==> src/sv/mrpq_pkg.sv <==
package mrpq_pkg;

   // command codes of an input word
   localparam logic [1:0] CMD_ADD_REC   = 2'd0;
   localparam logic [1:0] CMD_REMOVE    = 2'd1;
   localparam logic [1:0] CMD_CLEAR     = 2'd2;
   localparam logic [1:0] CMD_ADD_MSG   = 2'd3;

   // commands from the sequencer to the datapath
   typedef struct packed {
      logic latch;
      logic rec_push;
      logic msg_push;
      logic clr_rec;
      logic read_msg_head;
      logic read_rec_head;
      logic pair_msg;
      logic pair_rec;
      logic res_none;
      logic res_drop;
      logic walk_init;
      logic walk_read;
      logic walk_write;
      logic walk_done;
      logic out_load;
   } dp_cmd_type;

   // status from the datapath to the sequencer
   typedef struct packed {
      logic       ch_ok;
      logic [1:0] cmd;
      logic       r_full;
      logic       r_nonempty;
      logic       m_nonempty;
      logic       m_full_eff;
      logic       walk_end;
      logic       out_free;
   } dp_status_type;

endpackage

==> src/sv/mrpq_ctrl.sv <==
module mrpq_ctrl (
   input  logic                   clock,
   input  logic                   reset,
   input  logic                   req_valid,
   output logic                   req_stall,
   input  mrpq_pkg::dp_status_type st,
   output mrpq_pkg::dp_cmd_type    cmd
);

   localparam logic [2:0] S_IDLE    = 3'd0;
   localparam logic [2:0] S_DECIDE  = 3'd1;
   localparam logic [2:0] S_PAIR    = 3'd2;
   localparam logic [2:0] S_WALK_RD = 3'd3;
   localparam logic [2:0] S_WALK_WR = 3'd4;
   localparam logic [2:0] S_FINISH  = 3'd5;

   logic [2:0] state_ff, state_in;

   // one word in flight at a time
   assign req_stall = (state_ff != S_IDLE);

   // next state and commands
   always_comb begin
      state_in = state_ff;
      cmd      = '0;
      unique case (state_ff)
         S_IDLE: begin
            if (req_valid) begin
               cmd.latch = 1'b1;
               state_in  = S_DECIDE;
            end
         end
         S_DECIDE: begin
            state_in = S_FINISH;
            if (!st.ch_ok) begin
               cmd.res_none = 1'b1;
            end else begin
               unique case (st.cmd)
                  mrpq_pkg::CMD_ADD_REC: begin
                     if (st.r_full) begin
                        cmd.res_drop = 1'b1;
                     end else if (st.m_nonempty) begin
                        cmd.read_msg_head = 1'b1;
                        state_in          = S_PAIR;
                     end else begin
                        cmd.rec_push = 1'b1;
                        cmd.res_none = 1'b1;
                     end
                  end
                  mrpq_pkg::CMD_REMOVE: begin
                     cmd.walk_init = 1'b1;
                     state_in      = S_WALK_RD;
                  end
                  mrpq_pkg::CMD_CLEAR: begin
                     cmd.clr_rec  = 1'b1;
                     cmd.res_none = 1'b1;
                  end
                  mrpq_pkg::CMD_ADD_MSG: begin
                     if (st.m_full_eff) begin
                        cmd.res_drop = 1'b1;
                     end else if (st.r_nonempty) begin
                        cmd.read_rec_head = 1'b1;
                        state_in          = S_PAIR;
                     end else begin
                        cmd.msg_push = 1'b1;
                        cmd.res_none = 1'b1;
                     end
                  end
                  default: begin
                     cmd.res_none = 1'b1;
                  end
               endcase
            end
         end
         S_PAIR: begin
            if (st.cmd == mrpq_pkg::CMD_ADD_REC) begin
               cmd.pair_msg = 1'b1;
            end else begin
               cmd.pair_rec = 1'b1;
            end
            state_in = S_FINISH;
         end
         S_WALK_RD: begin
            if (st.walk_end) begin
               cmd.walk_done = 1'b1;
               cmd.res_none  = 1'b1;
               state_in      = S_FINISH;
            end else begin
               cmd.walk_read = 1'b1;
               state_in      = S_WALK_WR;
            end
         end
         S_WALK_WR: begin
            cmd.walk_write = 1'b1;
            state_in       = S_WALK_RD;
         end
         S_FINISH: begin
            if (st.out_free) begin
               cmd.out_load = 1'b1;
               state_in     = S_IDLE;
            end
         end
         default: begin
            state_in = S_IDLE;
         end
      endcase
   end

   // state register
   always_ff @(posedge clock) begin
      if (reset) begin
         state_ff <= S_IDLE;
      end else begin
         state_ff <= state_in;
      end
   end

endmodule

==> config.mk <==
export PLATFORM = sky130hd
export DESIGN_NAME = mrpq_ctrl
export DESIGN_NICKNAME = d
export VERILOG_FILES = /design/src/sv/mrpq_pkg.sv /design/src/sv/mrpq_ctrl.sv
export SDC_FILE = /design/constraint.sdc
export NUM_CORES = 1
export LEC_CHECK = 0
export BUFFER_PORTS_ARGS = -buffer_cell sky130_fd_sc_hd__buf_2
export CAP_MARGIN = 20
export CORE_AREA = 2 2 39 41
export CTS_CLUSTER_DIAMETER = 100
export DETAILED_ROUTE_END_ITERATION = 16
export DIE_AREA = 0 0 41 43
export GPL_ROUTABILITY_DRIVEN = 0
export GPL_TIMING_DRIVEN = 0
export PLACE_DENSITY = 0.71
export SLEW_MARGIN = 25
export SYNTH_ARGS = -nofsm -noshare
export SYNTH_HDL_FRONTEND = slang
export SYNTH_SLANG_ARGS = --single-unit
==> constraint.sdc <==
create_clock -name clock -period 3.3 [get_ports clock]
set_input_delay 0.33 -clock clock [delete_from_list [all_inputs] [get_ports clock]]
set_output_delay 0.33 -clock clock [all_outputs]
set_load 0.1 [all_outputs]
# Word-level counts from Yosys, hierarchy flattened
# Cells that the tools add are included.
# totals
register_bits	3
in_bits	12
output_inout_bits	16
elab_cells	61
# classes
n_eq_ne	10
n_mux	46
reduce_logical	4
# op_table
operator	count
$mux W1	29
$mux W3	7
$pmux W3 S6	1
$mux W5	2
$pmux W3 S3	1
$eq A3 B2 Y1 const B	2
$eq A3 B3 Y1 const B	2
$mux W2	3
$eq A2 B2 Y1 const B	2
$ne A2 B2 Y1 const B	2
$pmux W1 S2	2
$eq A3 B1 Y1 const B	1
$logic_not A3 Y1	1
$pmux W1 S3	1
$reduce_bool A3 Y1	1
$eq A2 B1 Y1 const B	1
$logic_not A2 Y1	1
$reduce_and A2 Y1	1

# Longest topological paths before layout
# Gate-level depths: netlist of the first run.
# logic_depth
ltp_word	5
depth_mapped	6
depth_no_buf	6

# Worst setup path before layout of the first run
# OpenSTA, ideal clock, no wires.
# synth_timing
path_type	register to output
start	register state_ff[1]
end	output cmd[7] in the netlist's numbering
arrival_time_ns	2.836
required_time_ns	2.970
setup_slack_ns	0.134
stages_incl_launch_ff	4
path_buffers	1
cell_sequence	dfxtp_1 -> buf_6 -> nor2b_2 -> nor3b_1
# synth_rtl
element	line	text
start, declared	mrpq_ctrl.sv:17	logic [2:0] state_ff, state_in;
start signal, assigned	mrpq_ctrl.sv:114	state_ff <= state_in;
end, declared	mrpq_ctrl.sv:7	output mrpq_pkg::dp_cmd_type cmd

==> results.txt, run 1 <==
----------------------------------------------------
[Outcome]
  Run status ... finished clean

[Worst setup path]
  Largest fanout on the critical path ... 6
  Path type of the worst setup path ... in2out
  Endpoint of the lowest-slack register-to-register path ... state_ff[0]
  Reg2Reg Depth ... 4
  CP Data Required Time ... 2970 ps
  Data arrival time at the worst-slack endpoint ... 1730 ps
  Critical R2R Launch ... state_ff[1]
  Capturing element type of the critical path ... output pin
  Minimum setup slack among reg-to-reg paths ... 2120 ps
  Startpoint class of the critical path ... primary input

[Cells and area]
  Layout Cell Area excl Fill ... 696 um^2
  Largest register by flop count ... state_ff
  Highest-count cells in the layout ignoring fill and taps ... buf_2, inv_1, nor2_1, a21oi_1
  Most common cell after layout, fill and taps aside ... buf_2
  # nets final ... 114
  Synth-to-layout area growth ... 35.3%
  Diode count ... 0
  Number of non-filler instances in the completed layout ... 113
  Largest register FFs ... 3
  Share of layout cells above drive strength 1 ... 44.3%
  Registers with the highest flip-flop counts ... state_ff x3
  Fin util ... 50.3%

[Yosys]
  Total of flip-flops plus latches after synthesis ... 3
  Sequential cell area fraction in the yosys report ... 11.7%
  Average instance area after synthesis ... 7.79 um^2
  Unique masters post-synth ... 32
  Gate count of the mapped netlist ... 66
  Summed instance area of the synthesized netlist ... 514 um^2
  Net count of the mapped netlist ... 82
  Count of synthesis-stage warnings from yosys ... 0

[STA]
  Setup clock skew after layout ... 8.90 ps
  Unrepaired setup endpoints after global routing ... no
  Transition at the pin with the smallest max-transition slack ... 488 ps
  Highest Clock Rate ... 485 MHz
  Tmin final ... 2060 ps
  Tcrit/Tclk final ... 62.5%
  Slew headroom ... 67.7%
  Worst setup margin ... 1240 ps
  Worst hold-check slack ... 296 ps
  Final-report hold violation count ... 0
  Final-report max-slew violation count ... 0
  Final number of setup-violating endpoints ... 0
  Setup total negative slack ... 0 ps

[Drt]
  Routed wirelength normalized by instance count ... 12.0 um
  Final WL ... 1.35 mm
  Detail-routed via count per cell ... 5.26
  Detail Route met3 WL ... 92 um
  First DRT Iteration DRCs ... 8
  DRC violation count after routing ... 0
  Number of nets with antenna violations after detailed routing ... 0
  Via count ... 594
  DRT Pass-1 Iters ... 5
  Met2 WL ... 735 um
  Met1 wire length ... 499 um
  Highest routing layer actually used ... met4

[Global routing]
  Global Route Usage Sum ... 17.5%
  Via count of the first global-routing pass ... 528
  Largest net degree at the start of global routing ... 11
  Remaining Overflow, GRT ... 0
  Wire length of the first global-routing pass ... 2.06 mm
  Antenna violations before repair ... 0

[Clock network]
  CTS sink count ... 3
  Post-cts resize count ... 0
  Clock network latency to the later pin of the worst-skew pair ... 250 ps
  TritonCTS clock tree ... built
  Quantity of hold-fixing buffers added after cts ... 0
  Root cell of the clock tree ... clkbuf_4
  Buffers inserted during post-CTS setup optimization ... 0
  Maximum buffer depth of the clock tree ... 2
  Number of H-tree branching levels ... 1
  Reg clk slew, reported paths ... 40 ps
  Number of buffers inserted during clock tree synthesis ... 3

[Floorplanning]
  FP Rows ... 14
  Die ar. ... 1760 um^2
  Initial core utilization ... 37.2%
  Die extent in x ... 41 um
  Placeable Area ... 1380 um^2
  Top-level I/O count ... 28
  Y dimension of the die ... 43 um

[Placed design]
  Post-Place Cell Area ... 669 um^2
  Port Buffer Count ... 27
  Cell count after placement ... 109
  HPWL after DPL ... 1.12 mm
  Place WS ... 1230 ps

[Power]
  Power per unit of standard cell area ... 429 nW/um^2
  Static leakage power ... 0.367 nW
  Worst VDD drop ... 0.137 mV
  Post-layout total power ... 0.299 mW

[Worst hold path]
  Hold path depth ... 2
  Launch instance of the worst min-delay path ... reset
  Hold/Removal Path Class ... in2reg
  Capture endpoint of the worst hold path ... state_ff[1]

[Run]
  Count of maximum capacitance violations ... 0

----------------------------------------------------
## per-layer routing
layer  GRT usage, %  vias up
li1               -      295
met1           17.6      266
met2           30.0       28
met3           3.14        5
met4           12.0        0
met5              0        -
## layout make-up
type / instances / area (um^2)
Timing Repair Buffer: 27 / 135
Buffer: 2 / 22.5
Inverter: 6 / 22.5
Sequential cell: 3 / 60.1
Fill cell: 144 / 688
Clock buffer: 4 / 26.3
Tap cell: 16 / 20.0
Multi-Input combinational cell: 55 / 409
## how the worst max path moves through the flow
stage          depth (start not counted)   startpoint      to  slack [ps]
6_report                               8        st[6]  cmd[6]        1240
3_3_place_gp                           8        st[6]  cmd[6]        1250
4_1_cts                                8        st[6]  cmd[6]        1230
3_5_place_dp                           8        st[6]  cmd[6]        1230
5_1_grt                                8        st[7]  cmd[6]        1080
2_1_floorplan                          3  state_ff[1]  cmd[7]         130
## synthesized netlist by cell type (all sizes together)
cell type  instances  area [um^2]
buf                2         22.5
or3                1         11.3
nand2              5         21.3
nand3              1         5.00
o21ai              1         5.00
nor3b              3         27.5
nor3               4         35.0
and2b              2         15.0
a21oi              5         25.0
a221o              1         10.0
o311ai             1         8.76
and3               4         25.0
nor2b              3         21.3
ha                 4         50.1
and4               1         8.76
dfxtp              3         60.1
inv                6         22.5
a22oi              1         7.51
o221ai             2         23.8
a41oi              1         8.76
nor2               6         30.0
and3b              1         8.76
nand2b             5         38.8
nand3b             3         22.5
## critical path, stage by stage
cell and delay, ps:
buf_2 120, inv_1 80, ha_1 250, nor2b_1 200
nor2b_1 150, o311ai_1 110, nand2b_1 90, buf_2 420
## report_power, final
group	internal [mW]	total [mW]	switching (mW)	leakage, nW
registers	0.0409	0.0496	0.00877	0.0246
logic	0.0471	0.180	0.133	0.328
clock network	0.0456	0.0693	0.0237	0.0150
## logic make-up (layout without fill, tap and decap cells)
kind of cell,Yosys count,in the layout,share of synthesized area [%]
simple gates,39,39,52.5
compound gates,12,12,17.3
buf+inv,8,39,8.76
fa+ha+maj,4,4,9.73
flops,3,3,11.7
No activity file was read; power rests on OpenSTA's default activity.
==> run 2, diff against run 1 <==
clock period = 2 ns   (was 3.3 ns; I/O delays follow)
==> run 2 against run 1 <==
Against the previous run:
- worst setup slack got worse by 1100 ps
- total power is 60% higher
- first-iteration DRC count is 50% lower
- combinational power increased by 65%
- utilization rose by 1.4 points
- final cell count is the same
- hold slack worse by 120 ps
- sequential cell count unchanged
- sequential power increased by 65%
- clock power rose by 43%
- routed wire length fell by 16%
- critical path depth decreased by 2
- critical endpoint is now cmd[13]
- largest cell class unchanged
==> results.txt, run 2 (same netlist as run 1, synthesis figures left out) <==
----------------------------------------------------
[Placed design]
  Place WS ... 161 ps
  Port Buffer Count ... 27
  Post-Place Cell Area ... 688 um^2
  Cell count after placement ... 109
  HPWL after DPL ... 979 um

[STA]
  Tmin final ... 1880 ps
  Worst setup margin ... 120 ps
  Unrepaired setup endpoints after global routing ... no
  Setup total negative slack ... 0 ps
  Transition at the pin with the smallest max-transition slack ... 489 ps
  Worst hold-check slack ... 177 ps
  Final-report hold violation count ... 0
  Highest Clock Rate ... 532 MHz
  Final number of setup-violating endpoints ... 0
  Slew headroom ... 67.6%
  Final-report max-slew violation count ... 0
  Tcrit/Tclk final ... 94.0%
  Setup clock skew after layout ... 3.30 ps

[Cells and area]
  Share of layout cells above drive strength 1 ... 51.5%
  Number of fill cells ... 137
  Largest register by flop count ... state_ff
  Most common cell after layout, fill and taps aside ... buf_2
  Diode count ... 0
  # nets final ... 114
  Largest register FFs ... 3
  Number of non-filler instances in the completed layout ... 113
  Registers with the highest flip-flop counts ... state_ff x3
  Layout Cell Area excl Fill ... 714 um^2
  Fin util ... 51.6%
  Synth-to-layout area growth ... 38.9%
  Highest-count cells in the layout ignoring fill and taps ... buf_2, inv_1, a21oi_1

[Clock network]
  Clock network latency to the later pin of the worst-skew pair ... 220 ps
  Root cell of the clock tree ... clkbuf_4
  Number of buffers inserted during clock tree synthesis ... 3
  Number of H-tree branching levels ... 1
  Buffers inserted during post-CTS setup optimization ... 0
  CTS sink count ... 3
  Reg clk slew, reported paths ... 40 ps
  Post-cts resize count ... 0
  TritonCTS clock tree ... built
  Maximum buffer depth of the clock tree ... 2
  Quantity of hold-fixing buffers added after cts ... 0

[Global routing]
  Global routing's busiest layer ... met2
  Met1 demand-to-capacity share in global routing ... 17.9%
  Met3 GRT Util ... 0%
  Wire length of the first global-routing pass ... 1.74 mm
  Largest net degree at the start of global routing ... 11
  Via count of the first global-routing pass ... 466
  Global Route Usage Sum ... 13.3%
  Remaining Overflow, GRT ... 0
  Routing usage on met2 ... 22.2%
  Antenna violations before repair ... 0

[Floorplanning]
  Y dimension of the die ... 43 um
  Die ar. ... 1760 um^2
  Placeable Area ... 1380 um^2
  Initial core utilization ... 37.2%
  Die extent in x ... 41 um
  Top-level I/O count ... 28
  FP Rows ... 14

[Worst setup path]
  Minimum setup slack among reg-to-reg paths ... 840 ps
  Critical path's top delay family ... simple AND/OR/NAND/NOR gates
  Data arrival time at the worst-slack endpoint ... 1680 ps
  CP Data Required Time ... 1800 ps
  Largest fanout on the critical path ... 9
  Buffer and inverter count on the worst path ... 2
  Largest stage delay on the critical path ... 440 ps
  Path type of the worst setup path ... reg2out
  Endpoint of the lowest-slack register-to-register path ... state_ff[0]
  Reg2Reg Depth ... 4
  Capturing element type of the critical path ... output pin
  Cell Chain, Critical Path ... buf_6, nand2b_4, nor2_4, nand2_2, nor3b_2, buf_2
  Critical R2R Launch ... state_ff[1]
  Startpoint class of the critical path ... register
  Slowest cell on crit path ... buf_2

[Power]
  Worst VDD drop ... 0.297 mV
  Power per unit of standard cell area ... 669 nW/um^2
  Static leakage power ... 0.368 nW
  Post-layout total power ... 0.478 mW

[Worst hold path]
  Hold path depth ... 2
  Capture endpoint of the worst hold path ... state_ff[1]
  Launch instance of the worst min-delay path ... reset
  Hold/Removal Path Class ... in2reg

[Drt]
  DRT Pass-1 Iters ... 3
  DRC violation count after routing ... 0
  Via count ... 559
  First DRT Iteration DRCs ... 4
  Final WL ... 1.14 mm
  Detail-routed via count per cell ... 4.95
  Number of nets with antenna violations after detailed routing ... 0
  Routed wirelength normalized by instance count ... 10.1 um

[Run]
  Count of maximum capacitance violations ... 0

[Outcome]
  Run status ... finished clean

----------------------------------------------------
## run 2: metal layers
layer,up-vias,share of wire (%)
li1,301,-
met1,240,46
met2,18,48
met3,0,6.2
met4,0,0
met5,-,0
## run 2: worst reg2reg max path, stage by stage, from the launching register on
cell and delay, ps:
dfxtp_1 300, buf_6 130, or3_4 380, o221ai_2 170, a21oi_1 60
## run 2: worst max path at each step
stage / from / endpoint / cells after the start
floorplan: state_ff[1] / cmd[13] / 5
global placement: st[6] / cmd[6] / 8
detailed placement: st[6] / cmd[6] / 8
CTS: state_ff[1] / cmd[13] / 6
global route: state_ff[1] / cmd[5] / 6
finish: state_ff[1] / cmd[13] / 6
## run 2: power by group
part / switching [mW] / total [mW] / leakage [nW] / internal [mW]
Clock: 0.0250 / 0.0993 / 0.0150 / 0.0743
Sequential: 0.0141 / 0.0817 / 0.0246 / 0.0676
Combinational: 0.218 / 0.297 / 0.329 / 0.0794
## run 2: area by class of cell
type / count / area (um^2) / share of cell area [%]
timing repair buffer: 27 / 135 / 18.9
buffer: 2 / 22.5 / 3.15
sequential: 3 / 60.1 / 8.41
tap: 16 / 20.0 / 2.80
inverter: 6 / 22.5 / 3.15
multi-input combinational: 55 / 428 / 59.9
clock buffer: 4 / 26.3 / 3.68
==> run 3, diff against run 2 <==
BUFFER_PORTS_ARGS = default   (was -buffer_cell sky130_fd_sc_hd__buf_2)
DONT_BUFFER_PORTS = 1   (was default)
PLACE_DENSITY = default   (was 0.71)
==> run 3 against run 2 <==
Against the previous run:
- sequential cell count unchanged
- register-to-register slack worse by 240 ps
- routed wire length up 0.44%
- first-iteration DRC count grew 25%
- sequential share of layout area increased by 0.73 points
- count of clock-buffer cells in the layout unchanged
- total power increased by 4.2%
- final cell count decreased by 19%
- global-route usage grew 1.2 points
- combinational power rose by 4%
- clock power rose by 5%
==> results.txt, run 3 (same netlist as run 1, synthesis figures left out) <==
----------------------------------------------------
[Drt]
  Routed wirelength normalized by instance count ... 12.6 um
  DRT Pass-1 Iters ... 2
  Via count ... 501
  DRC violation count after routing ... 0
  Detail-routed via count per cell ... 5.51
  Number of nets with antenna violations after detailed routing ... 0
  First DRT Iteration DRCs ... 5
  Final WL ... 1.15 mm

[Worst setup path]
  Minimum setup slack among reg-to-reg paths ... 600 ps
  Largest stage delay on the critical path ... 850 ps
  Slowest cell on crit path ... nor3b_4
  Cell Chain, Critical Path ... nand2b_4, nor2_4, nand2_4, nor3b_4
  Largest fanout on the critical path ... 4
  Buffer and inverter count on the worst path ... 0
  Startpoint class of the critical path ... register
  Capturing element type of the critical path ... output pin
  Critical path's top delay family ... simple AND/OR/NAND/NOR gates
  Path type of the worst setup path ... reg2out
  Data arrival time at the worst-slack endpoint ... 1770 ps
  CP Data Required Time ... 1800 ps

[Cells and area]
  Share of layout cells above drive strength 1 ... 42.7%
  Fin util ... 49.5%
  Registers with the highest flip-flop counts ... state_ff x3
  Number of non-filler instances in the completed layout ... 91
  Largest register FFs ... 3
  Largest register by flop count ... state_ff
  Highest-count cells in the layout ignoring fill and taps ... inv_1, a21oi_1, nand2_1, ha_1, buf_4
  Diode count ... 0
  # nets final ... 92
  Synth-to-layout area growth ... 33.1%

[STA]
  Final-report max-slew violation count ... 0
  Highest Clock Rate ... 507 MHz
  Slew headroom ... 28.9%
  Final-report hold violation count ... 0
  Tmin final ... 1970 ps
  Tcrit/Tclk final ... 98.6%
  Setup clock skew after layout ... 3.48 ps
  Transition at the pin with the smallest max-transition slack ... 1060 ps
  Unrepaired setup endpoints after global routing ... yes
  Final number of setup-violating endpoints ... 0

[Outcome]
  Run status ... finished clean

[Power]
  Power per unit of standard cell area ... 728 nW/um^2
  Post-layout total power ... 0.498 mW
  Worst VDD drop ... 0.309 mV
  Sw Ratio ... 53.3%
  Combinational share of power ... 62.2%
  Int Power ... 0.233 mW
  NetSw ... 0.265 mW
  Portion of total power attributed to sequential cells ... 17.0%
  Static leakage power ... 0.285 nW
  Share of power burned in the clock network ... 20.8%

[Placed design]
  Cell count after placement ... 84
  HPWL after DPL ... 955 um
  Port Buffer Count ... 0

[Clock network]
  CTS sink count ... 3
  Number of H-tree branching levels ... 1
  Maximum buffer depth of the clock tree ... 2
  Root cell of the clock tree ... clkbuf_4
  Clock network latency to the later pin of the worst-skew pair ... 230 ps
  Reg clk slew, reported paths ... 40 ps
  TritonCTS clock tree ... built
  Number of buffers inserted during clock tree synthesis ... 3

[Global routing]
  Largest net degree at the start of global routing ... 11
  Remaining Overflow, GRT ... 0
  Antenna violations before repair ... 0
  Via count of the first global-routing pass ... 453
  Global Route Usage Sum ... 14.5%
  Wire length of the first global-routing pass ... 1.72 mm

[Run]
  Count of maximum capacitance violations ... 0

[Worst hold path]
  Hold/Removal Path Class ... in2reg

[Floorplanning]
  Die extent in x ... 41 um
  FP Rows ... 14
  Initial core utilization ... 37.2%
  Placeable Area ... 1380 um^2
  Die ar. ... 1760 um^2
  Top-level I/O count ... 28
  Y dimension of the die ... 43 um

----------------------------------------------------
run 3: metal layers:
layer	wire [um]	vias up	track usage (%)	part of all wire, %
li1	-	256	-	-
met1	526	232	17.5	46
met2	541	13	20.6	47
met3	78	0	7.85	6.8
met4	0	0	6.00	0
met5	0	-	0	0
run 3: cell type report:
type	count	area (um^2)
fill	144	699
multi-input combinational	55	480
timing repair buffer	6	61.3
sequential	3	62.6
tap	16	20.0
inverter	6	22.5
buffer	1	11.3
clock buffer	4	26.3
run 3: timing repair:
| item | CTS | global route |
|---|---|---|
| buffers inserted | 4 | 0 |
| resized for setup | 8 | 2 |
| hold buffers | 0 | 0 |
| pin swaps | 3 | 3 |
| setup endpoints to repair | 12 | 7 |
run 3: through the flow:
stage	TNS [ps]	hold slack, ps	cell area (um^2)	setup slack, ps
after detailed placement	-13.3	274	609	-13.3
after global routing	-114	13.4	684	-43.3
after global placement	-990	273	553	-284
final	0	31.6	684	28.8
after CTS	-314	28.2	689	-104
after floorplan	-524	269	533	-205
run 3: path summary, 6_finish.rpt:
path	from	to	cells after the start
min reg2reg	state_ff[0]	state_ff[2]	3
max reg2reg	state_ff[1]	state_ff[0]	4
max	state_ff[0]	cmd[13]	4
min	reset	state_ff[1]	1
run 3: power groups by stage:
| stage | registers (mW) | clock network [mW] | logic [mW] |
|---|---|---|---|
| floorplan | 0.0799 | 0 | 0.249 |
| global placement | 0.0820 | 0 | 0.266 |
| detailed placement | 0.0835 | 0 | 0.291 |
| CTS | 0.0837 | 0.109 | 0.315 |
| global route | 0.0861 | 0.120 | 0.327 |
| finish | 0.0847 | 0.104 | 0.310 |
run 3: worst reg2reg max path, cell delays in order, from the launching register on:
cell and delay [ps]:
dfxtp_2 330, buf_4 140, or3_4 530, o221ai_2 220, a21oi_1 60
